**src/oets_pkg.sv**
```systemverilog
`timescale 1ns / 1ps

package oets_pkg;

  localparam int MAX_KEYS = 64;
  localparam int KEY_W    = 32;
  // count must hold MAX_KEYS itself
  localparam int CNT_W    = $clog2(MAX_KEYS + 1);

  // controller to datapath
  typedef struct packed {
    logic load;   // shift a new key in at the top
    logic phase;  // run one compare-exchange phase
    logic odd;    // phase over pairs starting at odd positions
    logic emit;   // capture the top cell and shift the row up
  } cmd_t;

  // datapath to controller
  typedef struct packed {
    logic swapped;  // some pair swapped in this phase
  } stat_t;

endpackage

```
**src/oets_ctrl.sv**
```systemverilog
`timescale 1ns / 1ps

module oets_ctrl (
  input  logic             clk,
  input  logic             rst,
  input  logic             start,
  input  logic             last,
  input  oets_pkg::stat_t  stat,
  output oets_pkg::cmd_t   cmd,
  output logic             busy,
  output logic             strobe,
  output logic             final_res
);

  typedef enum logic [1:0] {
    ST_IDLE,
    ST_ODD,
    ST_EVEN,
    ST_EMIT
  } state_t;

  state_t                     state;
  logic [oets_pkg::CNT_W-1:0] count;
  logic                       pass_swapped;
  logic                       full;

  assign full = (count == oets_pkg::CNT_W'(oets_pkg::MAX_KEYS));

  always_comb begin
    cmd.load  = (state == ST_IDLE) && start && !full;
    cmd.phase = (state == ST_ODD) || (state == ST_EVEN);
    cmd.odd   = (state == ST_ODD);
    cmd.emit  = (state == ST_EMIT);
  end

  always_ff @(posedge clk) begin
    if (rst) begin
      state        <= ST_IDLE;
      count        <= '0;
      pass_swapped <= 1'b0;
      busy         <= 1'b0;
      strobe       <= 1'b0;
      final_res    <= 1'b0;
    end else begin
      strobe    <= 1'b0;
      final_res <= 1'b0;
      unique case (state)
        ST_IDLE: begin
          if (start) begin
            if (!full) begin
              count <= count + 1'b1;
            end
            if (last) begin
              state <= ST_ODD;
              busy  <= 1'b1;
            end
          end
        end
        ST_ODD: begin
          pass_swapped <= stat.swapped;
          state        <= ST_EVEN;
        end
        ST_EVEN: begin
          if (pass_swapped || stat.swapped) begin
            state <= ST_ODD;
          end else begin
            state <= ST_EMIT;
          end
        end
        ST_EMIT: begin
          strobe    <= 1'b1;
          final_res <= (count == oets_pkg::CNT_W'(1));
          count     <= count - 1'b1;
          if (count == oets_pkg::CNT_W'(1)) begin
            state <= ST_IDLE;
            busy  <= 1'b0;
          end
        end
        default: begin
          state <= ST_IDLE;
        end
      endcase
    end
  end

endmodule

```
**config.mk**
```make
export PLATFORM = sky130hd
export DESIGN_NAME = oets_ctrl
export DESIGN_NICKNAME = d
export VERILOG_FILES = /design/src/oets_pkg.sv /design/src/oets_ctrl.sv
export SDC_FILE = /design/constraint.sdc
export NUM_CORES = 1
export LEC_CHECK = 0
export ABC_AREA = 1
export BUFFER_PORTS_ARGS = -buffer_cell sky130_fd_sc_hd__buf_4
export CAP_MARGIN = 20
export CORE_MARGIN = 8
export CORE_UTILIZATION = 42
export DETAILED_ROUTE_END_ITERATION = 12
export HOLD_SLACK_MARGIN = 0.15
export PLACE_DENSITY_LB_ADDON = 0.12
export SYNTH_ARGS = -nofsm -noshare
export SYNTH_HDL_FRONTEND = slang
export SYNTH_SLANG_ARGS = --single-unit
```
**constraint.sdc**
```tcl
create_clock -name clk -period 1.8 [get_ports clk]
set_input_delay 0.36 -clock clk [delete_from_list [all_inputs] [get_ports clk]]
set_output_delay 0.36 -clock clk [all_outputs]
set_load 0.05 [all_outputs]
```
* Yosys cells after proc, flatten, opt, wreduce, memory -nomap -nowiden *
Cells that the tools add are included.

operators by class
  reduce and logical (&&, ||, !) cells = 11
  muxes and demuxes = 13
  shift-type cells = 0
  div/mod/pow operators = 0
  order comparisons = 0
  multiply operators = 0
  $add $sub $neg = 2
  equality and inequality tests = 9
  bitwise gates (word level) = 1

operators by type and width
  cell                 number
  $mux 7               2
  $pmux 7 s2           1
  $mux 2               4
  $pmux 2 s4           1
  $add 7x1->7 const B  1
  $eq 7x1->1 const B   1
  $eq 7x7->1 const B   1
  $sub 7x1->7 const B  1
  $ne 2x2->1 const B   3
  $reduce_and 3->1     2
  $eq 2x2->1 const B   2
  $mux 1               4
  $reduce_and 4->1     1
  $eq 2x1->1 const B   1
  $logic_and 1x1->1    2
  $logic_not 2->1      1
  $logic_or 1x1->1     2
  $ne 2x1->1 const B   1
  $pmux 1 s2           1
  $reduce_bool 2->1    1
  $reduce_or 2->1      1
  $logic_not 1->1      1
  $not 1->1            1

word-level totals
  memories = 0
  output and inout port bits = 7
  RAM bits = 0
  bits of input ports = 5
  ROM bits = 0
  latch bits = 0
  register bits = 13

* Longest topological paths before layout *
  depth after elaboration = 4
  mapped depth = 11
  mapped depth without buffers = 10

* Least setup slack after synthesis *
OpenSTA, ideal clock, no wires.

  path kind = flip-flop to flip-flop
  start = register state[1]
  end = register count[5] (netlist bit)
  path slack = 0.050 ns
  path buffers = 1
  cell stages (with the launch flop) = 10
  arrival = 1.635 ns
  clock period less this slack = 1.750 ns
  setup time = 0.115 ns
  path through = dfxtp_1 -> ha_1 -> buf_2 -> inv_1 -> nand2_1 -> nand2_1 -> nor2_1 -> nand3_1 -> nand2_1 -> nor2_1

RTL lines
  what                      RTL line         source
  start: declaration        oets_ctrl.sv:22  state_t state;
  start signal: assignment  oets_ctrl.sv:38  state <= ST_IDLE;
  start signal: assignment  oets_ctrl.sv:54  state <= ST_ODD;
  start signal: assignment  oets_ctrl.sv:61  state <= ST_EVEN;
  end signal: assignment    oets_ctrl.sv:51  count <= count + 1'b1;
  end signal: assignment    oets_ctrl.sv:73  count <= count - 1'b1;
  end: declaration          oets_ctrl.sv:23  logic [oets_pkg::CNT_W-1:0] count;

==> results.json <==
{
  "fin_worst_skew_ns": 0.00117,
  "synth_area_um2": 808,
  "path_common_cell": "inv_1",
  "hp-start": "rst",
  "antenna_cells": 0,
  "grt_pass1_wl_mm": 2.95,
  "crit_fanout": 4,
  "num-fill-cells": 202,
  "async_reset_ff_share_pct": 0,
  "io_buffers": 11,
  "die_h_um": 59.9,
  "synthTopCellsByCount": "32 x nand2_1, 16 x inv_1, 16 x nand3_1",
  "period_minus_slack_ns": 1.70,
  "fin_cells": 165,
  "avgRoutedWirePerCell_um": 10.3,
  "slew_headroom_pct": 80.9,
  "path_buf_inv": 4,
  "grtUsageMet2_pct": 19.1,
  "drtIter0Drc": 10,
  "grt_max_degree": 14,
  "p_per_area_nw_per_um2": 1160,
  "antenna_found_initial": 0,
  "cp_data_arrival_time_ns": 1.34,
  "syn-num-nets": 134,
  "io_pins": 12,
  "postCtsHoldBufs": 0,
  "status": "finished clean",
  "yosys.area.top_type": "dfxtp_1",
  "slowest_stage": "dfxtp_4",
  "rsz0062_at_grt": "true",
  "dp.cells": 158,
  "synth.avg_cell_area_um2": 6.68,
  "syn2layout_area_growth_pct": 21.5,
  "final_max_slew_viol_count": 0,
  "die_w_um": 59.9,
  "top_usage_layer": "met2",
  "core_region_area_um2": 1880,
  "yosysUniqueCellTypes": 17,
  "cap_violations": 0,
  "finalWeightedCongestion": 0.785,
  "fin_nets": 152,
  "crit_path_start_kind": "flop",
  "num_vias": 763,
  "ir_drop_v": 0.000734,
  "grt_pass1_vias": 740,
  "synth_top_cell_area_share_pct": 32.2,
  "setup_viol": 0,
  "crit_chain": "inv_4 -> ha_1 -> nand2_1 -> inv_1 -> nand3_2 -> nand2_2 -> inv_1 -> buf_6",
  "drive_above_1_share_pct": 21.7,
  "endpoint_kind": "primary output",
  "critPathTopFamily": "flip-flops",
  "hold_violations": 0,
  "seq_area_frac_synth_pct": 32.2,
  "ant_nets": 0,
  "die_area_um2": 3580,
  "synth_edf_count": 0,
  "start_util_pct": 43.0,
  "place_hpwl_mm": 1.34,
  "drc_errors": 0,
  "utilization_pct": 52.2,
  "syn_inst": 121,
  "cts_made_buffers": 3,
  "tightest_slew_ns": 0.285,
  "htreeDepth": 1,
  "crit_required_ns": 1.44,
  "grt_usage_pct": 10.9,
  "ys.warnings.count": 0,
  "wirelength_mm": 1.70,
  "drtPass1Iterations": 4,
  "synth_area_leaders": "dfxtp_1 32%, nand2_1 15%, ha_1 12%",
  "worstSetupStartpoint": "count[0]",
  "cpPeakStageDelay_ns": 0.38,
  "cts_tree": "yes",
  "fin_total_pwr_mw": 1.14,
  "clkTransAtPathRegs_ns": 0.08,
  "yosysMostFrequentCell": "nand2_1",
  "p_leak_nw": 0.475,
  "min_period_over_period_pct": 94.4,
  "rows": 16,
  "clk_latency_ns": 0.27,
  "grt_overflow": 0,
  "cts_buffer_depth": 2,
  "synth-main-ff-cell": "dfxtp_1",
  "cts-root-buf": "clkbuf_4",
  "cts_sinks": 13,
  "fmax_ghz": 0.588,
  "timing.rr.start": "count[0]",
  "holdCritPathClass": "in -> reg",
  "via_per_inst": 4.62,
  "grtUsageMet3_pct": 2.80,
  "critPathKind": "reg -> out",
  "synth.ff_latch_count": 13,
  "met1_usage_pct": 11.5
}
[metal layers]
metal	share of wire [%]	wire [µm]
met5	0	0
met4	1.4	24
met3	2.3	39
met2	51	866
met1	45	768
[worst paths after layout]
kind / end / slack (ns) / cells after the start
max: cmd[3] / 0.10 / 8
min: count[0] / 0.27 / 2
max reg2reg: count[4] / 0.40 / 8
min reg2reg: busy / 0.44 / 2
[registers in the layout, indices dropped and copies added, names as in the netlist]
| name | cells |
|---|---|
| final_res | 1 |
| busy | 1 |
| pass_swapped | 1 |
| strobe | 1 |
| state | 2 |
| count | 7 |
[layout by cell type, fill, tap and decap left out]
cell type  count
a21oi_1       10
buf_4         14
buf_6          1
clkbuf_1       1
clkbuf_4       3
clkinv_1       1
dfxtp_1       10
dfxtp_2        2
dfxtp_4        1
ha_1           6
ha_2           2
inv_1         13
inv_2          2
inv_4          1
nand2_1       32
nand2_2        1
nand2_4        1
nand3_1       16
nand3_2        1
nor2_1        12
nor2_2         1
nor3_1         1
o21ai_0        5
xnor2_1        1
[repair_timing]
action                                  in CTS  in global routing
endpoints found under the setup margin       1                  2
pin swaps                                    0                  1
setup buffers                                0                  3
resized for setup                            3                  8
[kinds of logic after synthesis]
family / synth area share [%]
AOI/OAI and AO/OA: 9.29
xor gates and xnor gates: 1.08
adders and majority gates: 12.4
buffers and inverters: 9.91
DFF: 32.2
and+or+nand+nor: 35.1
[worst reg2reg max path: stages, from the launching register on]
cell and delay (ns):
dfxtp_4 0.38, buf_4 0.11, buf_4 0.09, ha_1 0.17, nand3_1 0.08, o21ai_0 0.25
nand3_1 0.11, nand2_1 0.06, nor2_1 0.05
[power breakdown]
group | leakage [nW] | switching (mW) | internal (mW)
Sequential | 0.107 | 0.0455 | 0.340
Combinational | 0.353 | 0.372 | 0.205
Clock | 0.0150 | 0.0948 | 0.0859
Total | 0.475 | 0.512 | 0.631
[through the flow]
stage	worst slack, ns	setup TNS [ns]	instance area (µm²)	hold slack, ns
detailed placement	0.248	0	916	0.435
global placement	0.232	0	916	0.431
floorplan	0.0502	0	808	0.429
CTS	0.00632	0	948	0.255
finish	0.101	0	982	0.267
global route	-0.00675	-0.00675	982	0.259
[final cells by class]
type                            instances  area, µm²  area share, %
Clock buffer                            4       26.3           2.68
Inverter                               17       66.3           6.75
Multi-Input combinational cell         89        473           48.2
Sequential cell                        13        267           27.1
Tap cell                               27       33.8           3.44
Timing Repair Buffer                   15        116           11.8
Power figures use the tool's default switching activity.
